--- src/rtl/hlcfp_pkg.sv ---
package hlcfp_pkg;

    typedef enum logic [2:0] {
        ST_HEADER1 = 3'd0,
        ST_HEADER2 = 3'd1,
        ST_LENGTH  = 3'd2,
        ST_COMMAND = 3'd3,
        ST_PAYLOAD = 3'd4
    } parse_state_t;

    typedef enum logic [0:0] {
        CFG_HEADER_BYTE   = 1'b0,
        CFG_COMMAND_LIMIT = 1'b1
    } cfg_index_t;

    localparam logic [7:0] HEADER_BYTE_RESET   = 8'd85;
    localparam logic [7:0] COMMAND_LIMIT_RESET = 8'd32;
    localparam logic [7:0] SHORT_FRAME_LENGTH  = 8'd2;

    typedef struct packed {
        logic [7:0] header_byte;
        logic [7:0] command_limit;
    } cfg_t;

    typedef struct packed {
        logic       payload_valid;
        logic [7:0] payload_byte;
        logic [7:0] payload_index;
        logic       frame_done;
        logic [7:0] command;
        logic [7:0] data_length;
    } result_t;

endpackage

--- src/rtl/header_length_command_frame_parser_core.sv ---
// a transferred byte waits in the input register, then its result is registered in
// the output register; throughput: one byte per cycle while result_stall is low;
// the input register refills while the result drains
// the single frame-state update between input and result register sets that pace
// reset (rst_n low, asynchronous): parser hunts for the first header, counters zero,
// header_byte = 85, command_limit = 32, both pipeline stages empty
module header_length_command_frame_parser_core (
    input  logic        clk,
    input  logic        rst_n,
    // received bytes
    input  logic        byte_valid,
    output logic        byte_stall,
    input  logic [7:0]  rx_byte,
    // one result per received byte
    output logic        result_valid,
    input  logic        result_stall,
    output logic        payload_valid,
    output logic [7:0]  payload_byte,
    output logic [7:0]  payload_index,
    output logic        frame_done,
    output logic [7:0]  command,
    output logic [7:0]  data_length,
    // register writes
    input  logic        cfg_valid,
    output logic        cfg_ready,
    input  logic [0:0]  cfg_index,
    input  logic [7:0]  cfg_data
);

    hlcfp_pkg::cfg_t    cfg;
    hlcfp_pkg::result_t step_result;

    // input register
    logic       in_valid_reg;
    logic       in_valid_next;
    logic [7:0] in_byte_reg;

    // result register
    logic               out_valid_reg;
    logic               out_valid_next;
    hlcfp_pkg::result_t out_data_reg;

    logic advance;
    logic step;
    logic in_take;

    // result register can load when empty or when its transfer completes now
    assign advance    = !out_valid_reg || !result_stall;
    // the byte in the input register moves through the parser into the result register
    assign step       = in_valid_reg && advance;
    // input register is free when empty or emptying this cycle
    assign byte_stall = in_valid_reg && !advance;
    assign in_take    = byte_valid && !byte_stall;

    hlcfp_cfg_regs u_cfg_regs (
        .clk       (clk),
        .rst_n     (rst_n),
        .cfg_valid (cfg_valid),
        .cfg_ready (cfg_ready),
        .cfg_index (hlcfp_pkg::cfg_index_t'(cfg_index)),
        .cfg_data  (cfg_data),
        .cfg       (cfg)
    );

    // frame state machine; state advances only when a byte steps through
    hlcfp_parser u_parser (
        .clk     (clk),
        .rst_n   (rst_n),
        .step    (step),
        .rx_byte (in_byte_reg),
        .cfg     (cfg),
        .result  (step_result)
    );

    always_comb
    begin
        in_valid_next = in_valid_reg;
        if (!byte_stall)
        begin
            in_valid_next = byte_valid;
        end
        out_valid_next = out_valid_reg;
        if (advance)
        begin
            out_valid_next = in_valid_reg;
        end
    end

    // valid bits
    always_ff @(posedge clk or negedge rst_n)
    begin
        if (!rst_n)
        begin
            in_valid_reg  <= 1'b0;
            out_valid_reg <= 1'b0;
        end
        else
        begin
            in_valid_reg  <= in_valid_next;
            out_valid_reg <= out_valid_next;
        end
    end

    // payload registers, no reset needed
    always_ff @(posedge clk)
    begin
        if (in_take)
        begin
            in_byte_reg <= rx_byte;
        end
        if (step)
        begin
            out_data_reg <= step_result;
        end
    end

    assign result_valid  = out_valid_reg;
    assign payload_valid = out_data_reg.payload_valid;
    assign payload_byte  = out_data_reg.payload_byte;
    assign payload_index = out_data_reg.payload_index;
    assign frame_done    = out_data_reg.frame_done;
    assign command       = out_data_reg.command;
    assign data_length   = out_data_reg.data_length;

endmodule

--- src/rtl/hlcfp_cfg_regs.sv ---
module hlcfp_cfg_regs (
    input  logic                      clk,
    input  logic                      rst_n,
    input  logic                      cfg_valid,
    output logic                      cfg_ready,
    input  hlcfp_pkg::cfg_index_t     cfg_index,
    input  logic [7:0]                cfg_data,
    output hlcfp_pkg::cfg_t           cfg
);

    logic [7:0] header_byte_reg;
    logic [7:0] header_byte_next;
    logic [7:0] command_limit_reg;
    logic [7:0] command_limit_next;

    assign cfg_ready = 1'b1;

    always_comb
    begin
        header_byte_next   = header_byte_reg;
        command_limit_next = command_limit_reg;
        if (cfg_valid)
        begin
            unique case (cfg_index)
                hlcfp_pkg::CFG_HEADER_BYTE:   header_byte_next   = cfg_data;
                hlcfp_pkg::CFG_COMMAND_LIMIT: command_limit_next = cfg_data;
                default:                      header_byte_next   = header_byte_reg;
            endcase
        end
    end

    always_ff @(posedge clk or negedge rst_n)
    begin
        if (!rst_n)
        begin
            header_byte_reg   <= hlcfp_pkg::HEADER_BYTE_RESET;
            command_limit_reg <= hlcfp_pkg::COMMAND_LIMIT_RESET;
        end
        else
        begin
            header_byte_reg   <= header_byte_next;
            command_limit_reg <= command_limit_next;
        end
    end

    assign cfg.header_byte   = header_byte_reg;
    assign cfg.command_limit = command_limit_reg;

endmodule

--- src/rtl/hlcfp_parser.sv ---
module hlcfp_parser (
    input  logic               clk,
    input  logic               rst_n,
    input  logic               step,
    input  logic [7:0]         rx_byte,
    input  hlcfp_pkg::cfg_t    cfg,
    output hlcfp_pkg::result_t result
);

    hlcfp_pkg::parse_state_t state_reg;
    hlcfp_pkg::parse_state_t state_next;
    logic [7:0] frame_length_reg;
    logic [7:0] frame_length_next;
    logic [7:0] current_command_reg;
    logic [7:0] current_command_next;
    logic [7:0] payload_count_reg;
    logic [7:0] payload_count_next;

    logic       header_hit;
    logic [7:0] need;
    logic [8:0] count_inc;

    assign header_hit = (rx_byte == cfg.header_byte);
    // payload bytes owed; a length of one still takes one byte
    assign need = (frame_length_reg >= hlcfp_pkg::SHORT_FRAME_LENGTH)
                ? (frame_length_reg - hlcfp_pkg::SHORT_FRAME_LENGTH) : 8'd0;
    assign count_inc = {1'b0, payload_count_reg} + 9'd1;

    always_comb
    begin
        state_next           = state_reg;
        frame_length_next    = frame_length_reg;
        current_command_next = current_command_reg;
        payload_count_next   = payload_count_reg;
        result               = '0;
        unique case (state_reg)
            hlcfp_pkg::ST_HEADER1:
            begin
                state_next = header_hit ? hlcfp_pkg::ST_HEADER2 : hlcfp_pkg::ST_HEADER1;
            end
            hlcfp_pkg::ST_HEADER2:
            begin
                state_next = header_hit ? hlcfp_pkg::ST_LENGTH : hlcfp_pkg::ST_HEADER1;
            end
            hlcfp_pkg::ST_LENGTH:
            begin
                frame_length_next = rx_byte;
                state_next = (rx_byte != 8'd0) ? hlcfp_pkg::ST_COMMAND : hlcfp_pkg::ST_HEADER1;
            end
            hlcfp_pkg::ST_COMMAND:
            begin
                current_command_next = rx_byte;
                payload_count_next   = 8'd0;
                // two-byte frame ends here whether or not the command is legal
                if (frame_length_reg == hlcfp_pkg::SHORT_FRAME_LENGTH)
                begin
                    state_next         = hlcfp_pkg::ST_HEADER1;
                    result.frame_done  = 1'b1;
                    result.command     = rx_byte;
                    result.data_length = frame_length_reg;
                end
                else
                begin
                    state_next = (rx_byte < cfg.command_limit)
                               ? hlcfp_pkg::ST_PAYLOAD : hlcfp_pkg::ST_HEADER1;
                end
            end
            hlcfp_pkg::ST_PAYLOAD:
            begin
                result.payload_valid = 1'b1;
                result.payload_byte  = rx_byte;
                result.payload_index = payload_count_reg;
                result.command       = current_command_reg;
                result.data_length   = frame_length_reg;
                payload_count_next   = count_inc[7:0];
                if (count_inc >= {1'b0, need})
                begin
                    result.frame_done = 1'b1;
                    state_next        = hlcfp_pkg::ST_HEADER1;
                end
            end
            default:
            begin
                state_next = hlcfp_pkg::ST_HEADER1;
            end
        endcase
    end

    always_ff @(posedge clk or negedge rst_n)
    begin
        if (!rst_n)
        begin
            state_reg           <= hlcfp_pkg::ST_HEADER1;
            frame_length_reg    <= 8'd0;
            current_command_reg <= 8'd0;
            payload_count_reg   <= 8'd0;
        end
        else if (step)
        begin
            state_reg           <= state_next;
            frame_length_reg    <= frame_length_next;
            current_command_reg <= current_command_next;
            payload_count_reg   <= payload_count_next;
        end
    end

endmodule

--- config.mk ---
export PLATFORM = sky130hd
export DESIGN_NAME = header_length_command_frame_parser_core
export DESIGN_NICKNAME = d
export VERILOG_FILES = /design/src/rtl/hlcfp_pkg.sv /design/src/rtl/header_length_command_frame_parser_core.sv /design/src/rtl/hlcfp_cfg_regs.sv /design/src/rtl/hlcfp_parser.sv
export SDC_FILE = /design/constraint.sdc
export NUM_CORES = 1
export LEC_CHECK = 0
export ABC_AREA = 1
export BUFFER_PORTS_ARGS = -buffer_cell sky130_fd_sc_hd__clkbuf_2
export CORE_MARGIN = 1.5
export CORE_UTILIZATION = 35
export DETAILED_ROUTE_END_ITERATION = 16
export PLACE_DENSITY = 0.53
export SETUP_SLACK_MARGIN = 0.05
export SYNTH_ARGS = -nofsm -noshare
export SYNTH_HDL_FRONTEND = slang
export SYNTH_SLANG_ARGS = --single-unit
--- constraint.sdc ---
create_clock -name clk -period 5.4 [get_ports clk]
set_input_delay 0.54 -clock clk [delete_from_list [all_inputs] [get_ports clk]]
set_output_delay 0.54 -clock clk [all_outputs]
set_load 0.01 [all_outputs]
After elaboration in Yosys (flattened, before gate mapping):

Index checks and enable logic that the tools add are counted.

* bits in registers: 87
* input port bits: 22
* output and inout port bits: 37
* word-level logic and storage cells: 58

* $add $sub $neg: 2
* magnitude comparators: 3
* equal/unequal tests: 7
* muxes and demuxes: 13
* bitwise operators: 1
* reductions and logical operators: 17

Operator list (number)
* 17-bit 2-to-1 mux: 2
* 17-bit one-hot mux with 2 select lines: 1
* 8-bit one-hot mux with 2 select lines: 1
* 3-bit one-hot mux with 5 select lines: 1
* 2-bit AND reduction: 6
* 8-bit by 1-bit adder with 9-bit output (second input constant): 1
* 9-bit by 8-bit greater-or-equal comparator with 1-bit output: 1
* 3-bit 2-to-1 mux: 3
* 8-bit by 2-bit equality test with 1-bit output (second input constant): 1
* 8-bit equality test: 1
* 8-bit by 2-bit greater-or-equal comparator with 1-bit output (second input constant): 1
* 8-bit less-than comparator: 1
* 8-bit 2-to-1 mux: 1
* 8-bit nonzero test: 1
* 8-bit by 2-bit subtractor with 8-bit output (second input constant): 1
* 3-bit by 2-bit equality test with 1-bit output (second input constant): 2
* 1-bit logical NOT: 4
* 2-bit 2-to-1 mux: 2
* 3-bit by 1-bit equality test with 1-bit output (second input constant): 1
* 3-bit equality test (second input constant): 1
* 1-bit logical AND: 3
* 3-bit logical NOT: 1
* 1-bit 2-to-1 mux: 2
* 2-bit by 1-bit inequality test with 1-bit output (second input constant): 1
* 3 further kinds: 3

Longest topological paths before layout:

* depth after elaboration: 6
* depth in mapped cells: 19
* mapped depth without buffers: 19

Cells and area by module:

From an unflattened synthesis, not the netlist that was laid out.

* cells, all modules: 425
* area, all modules: 4096.4 µm²

By module, submodules not included
* hlcfp_parser: instances 1, cells an instance 299, area an instance 2059.5 µm², seq. area each 675.6 µm²
* header_length_command_frame_parser_core: instances 1, cells an instance 54, area an instance 1356.3 µm², seq. area each 1311.3 µm²
* hlcfp_cfg_regs: instances 1, cells an instance 72, area an instance 680.7 µm², seq. area each 406.6 µm²

Worst setup path before layout:

OpenSTA, ideal clock, no wires.

* kind: reg2reg
* start point: reg u_parser.frame_length_reg[1]
* end point: reg u_parser.state_reg[0]
* library setup time: 118 ps
* data arrival time: 1927 ps
* data required time: 5282 ps
* slack: 3355 ps
* stages on the path, launching flop included: 16
* path buffers: 0
* period minus slack after synthesis: 2045 ps
* cell sequence: dfrtp_1 inv_1 ha_1 or2_2 ha_1 nand2_1 nor2_1 nand2_1 nand3_1 nand2_1 nand2_1 nand2_1 nand3_1 nand2_1 nand2_1 nand2_1

* cells in the longest elaborated chain, start to end: 5
* elaborated cells between the ends (all ways): 9
* those cells by class: add/sub: 1; order compare: 2; eq/ne: 2; mux: 3; reduce/logical: 1

RTL lines
* start, declared: line hlcfp_parser.sv:12 `logic [7:0] frame_length_reg;`
* start signal, assigned: line hlcfp_parser.sv:101 `frame_length_reg <= frame_length_next;`
* 8-bit by 2-bit subtractor with 8-bit output or 8-bit by 2-bit greater-or-equal comparator with 1-bit output (tied branches): line hlcfp_parser.sv:26, hlcfp_parser.sv:25
* 8-bit 2-to-1 mux: line hlcfp_parser.sv:26 `? (frame_length_reg - hlcfp_pkg::SHORT_FRAME_LENGTH) : 8'd0;`
* 9-bit by 8-bit greater-or-equal comparator with 1-bit output: line hlcfp_parser.sv:76 `if (count_inc >= {1'b0, need})`
* 2-bit by 1-bit inequality test with 1-bit output (no source line)
* 2-bit AND reduction (no source line)
* end signal, assigned: line hlcfp_parser.sv:93 `state_reg <= hlcfp_pkg::ST_HEADER1;`
* end signal, assigned: line hlcfp_parser.sv:100 `state_reg <= state_next;`
* end, declared: line hlcfp_parser.sv:10 `hlcfp_pkg::parse_state_t state_reg;`

Several ways; a longest one is shown, not always the timed one.
A chain may end at the register's enable or synchronous reset.

Final worst setup path:

* start point: reg u_parser.frame_length_reg[3]
* end point: reg u_parser.state_reg[0]

The elaborated chain is that of the path after synthesis.

==> results_dict.tcl <==
set metrics [dict create \
    port_buffers 57 \
    peakVddDrop_uv 130 \
    dr.pass1.iters 4 \
    setup_slack_ns 3.07 \
    rsz0062_at_grt "no" \
    floorplan.initialDensity_pct 35.7 \
    min-delay-path-class "in2async" \
    drc 0 \
    required_ns 5.66 \
    hold_buffers 0 \
    end_kind "flip-flop" \
    die_height_um 110 \
    tns_ns 0 \
    stdcell_count 628 \
    ys_seq_elements 87 \
    synth_nets 458 \
    cp_max_fo 5 \
    drt_iter0_drc 167 \
    crit_chain "nor2_1 -> inv_1 -> nor2_1 -> inv_1 -> nor2_1 -> inv_1 -> nand3_1 -> ha_1 -> nand2_1 -> inv_1 -> nand2_1 -> nand3_1 -> nand2_1 -> nand2_1 -> nand2_1 -> nand3_1 -> nand2_1 -> nand2_1 -> nand2_1" \
    grt_overflow 0 \
    seq_area_frac_synth_pct 59.3 \
    synth_cell_types 29 \
    std_cell_rows 39 \
    stdcell_area_sq_um 4760 \
    ff_latch_area_sq_um 2390 \
    cts-htree-levels 3 \
    clk-insertion-delay-late_ns 0.33 \
    cts_tree "done" \
    totalWireLength_um 8020 \
    synth_edf_count 42 \
    drive_above_1_share_pct 18.4 \
    yosys_warnings 0 \
    place.gp.congestion 0.851 \
    cts_resized 0 \
    fin_worst_skew_ns 0.00886 \
    path_class "reg2reg" \
    n_antenna_cell 0 \
    tightest_slew_ns 0.807 \
    grt_pass1_vias 2892 \
    status "finished clean" \
    clk_pin_slew_ns 0.06 \
    cts_buffer_depth 2 \
    area_growth_pct 17.8 \
    dpl-instance-area_sq_um 4470 \
    max_stage_delay_ns 0.41 \
    io-pin-count 59 \
    ctsRootBufferMaster "clkbuf_16" \
    syn_area_per_cell_sq_um 9.64 \
    core_sq_um 11300 \
    cap_violations 0 \
    synthFlopType "edfxtp_1" \
    synth.cell_area_sq_um 4040 \
    numCtsBuffers 9 \
    fin_crit_ns 2.33 \
    antenna_found_initial 0 \
    via_count 2856 \
    cp-start-kind "flip-flop" \
    vias_per_cell 4.55 \
    power_density_nw_per_um2 320 \
    yosys.area.top_type "edfxtp_1" \
    dp_hpwl_um 5840 \
    die_w_um 110 \
    cts_setup_buffers 0 \
    synth_top_cell_area_share_pct 31.2 \
    grt_pass1_wl_um 13800 \
    p_leak_nw 2.27 \
    cp_common_cell "nand2_1" \
    maxSlewViolCount 0 \
    detail_route.wl_per_cell_um 12.8 \
    async_reset_ff_share_pct 51.7 \
    synth_cells 419 \
    max_freq_mhz 429 \
    placed_cells 612 \
    multiInputGateArea_sq_um 1380 \
    cpMaxStageDelayCell "dfrtp_1" \
    final_net_count 519 \
    grt_start_max_net_pins 46 \
    max_slew_margin_pct 46.1 \
    layout_commonest_cell "nand2_1" \
    nFillCells 1118 \
    finalSetupViolations 0 \
    dp_slack_ns 2.95 \
    synth_area_leaders "edfxtp_1 (31%), dfrtp_1 (25%), nand2_1 (9.0%), o21ai_0 (6.2%), inv_1 (5.5%)" \
    die-area_sq_um 12200 \
    p_total_mw 1.52 \
    grt_usage_pct 14.1 \
    hold_violations 0 \
    clock-sinks 87 \
    min_period_over_period_pct 43.2 \
    final_cell_mix "nand2_1 (97), inv_1 (59), clkbuf_2 (57), o21ai_0 (50), edfxtp_1 (42)" \
    ant_nets 0 \
    crit_arrival_ns 2.60 \
]
[worst paths after layout]
path                       cells past startpoint                       endpoint                    startpoint  slack, ns
max                                           19          u_parser.state_reg[0]  u_parser.frame_length_reg[3]       3.07
min                                            2  u_cfg_regs.header_byte_reg[7]                         rst_n       0.30
max reg2reg                                   19          u_parser.state_reg[0]  u_parser.frame_length_reg[3]       3.07
min reg2reg                                    2                   result_valid                  in_valid_reg       0.48
max in group asynchronous                      2                   result_valid                         rst_n       4.68
min in group clk                               1                 in_byte_reg[5]                    rx_byte[5]       0.38
[layout make-up]
class	count	share of cell area (%)
Clock buffer	12	4.97
Timing Repair Buffer	58	6.15
Clock inverter	4	0.999
Multi-Input combinational cell	262	28.9
Inverter	62	4.89
Tap cell	143	3.76
Sequential cell	87	50.3
[layer usage]
layer	GRT usage, %	wire (um)	vias up
met3	3.29	272	4
li1	-	-	1484
met1	17.7	3770	1322
met2	23.0	3920	46
met4	6.75	47	0
met5	0	0	-
[per-stage QoR]
step,hold slack [ns],util (%)
global placement,0.458,39.5
detailed placement,0.473,39.5
finish,0.303,42.0
floorplan,0.244,-
global route,0.349,42.0
CTS,0.318,42.0
[kinds of logic (layout without fill, tap and decap cells)]
family | after synthesis | after routing | share of synthesized area, %
buffers and inverters | 70 | 136 | 6.69
other | 1 | 1 | 0.0928
AOI/OAI and AO/OA | 63 | 63 | 8.12
DFF | 87 | 87 | 59.3
adders and majority gates | 17 | 17 | 5.27
and+or+nand+nor | 168 | 168 | 17.8
xor gates and xnor gates | 13 | 13 | 2.82
[power by group]
group / switching, mW / internal [mW]
Sequential: 0.0209 / 0.750
Clock: 0.241 / 0.357
Combinational: 0.0970 / 0.0566
[critical path, delay by kind of cell (launching register included)]
kind | cells | cell delay [ns]
flops | 1 | 0.41
fa+ha+maj | 1 | 0.22
buf+inv | 4 | 0.30
simple gates | 14 | 1.34
[synthesized netlist by cell type, drive strengths merged (2+ instances only)]
master	n
ha	17
nor2	39
xor2	5
xnor2	8
or2	2
clkbuf	4
inv	62
nand3	17
o21a	2
buf	4
edfxtp	42
nor3	5
nand4	5
dfstp	5
o22ai	2
o21ai	50
nand2	100
dfrtp	40
a21oi	7
Power figures use the tool's default switching activity.
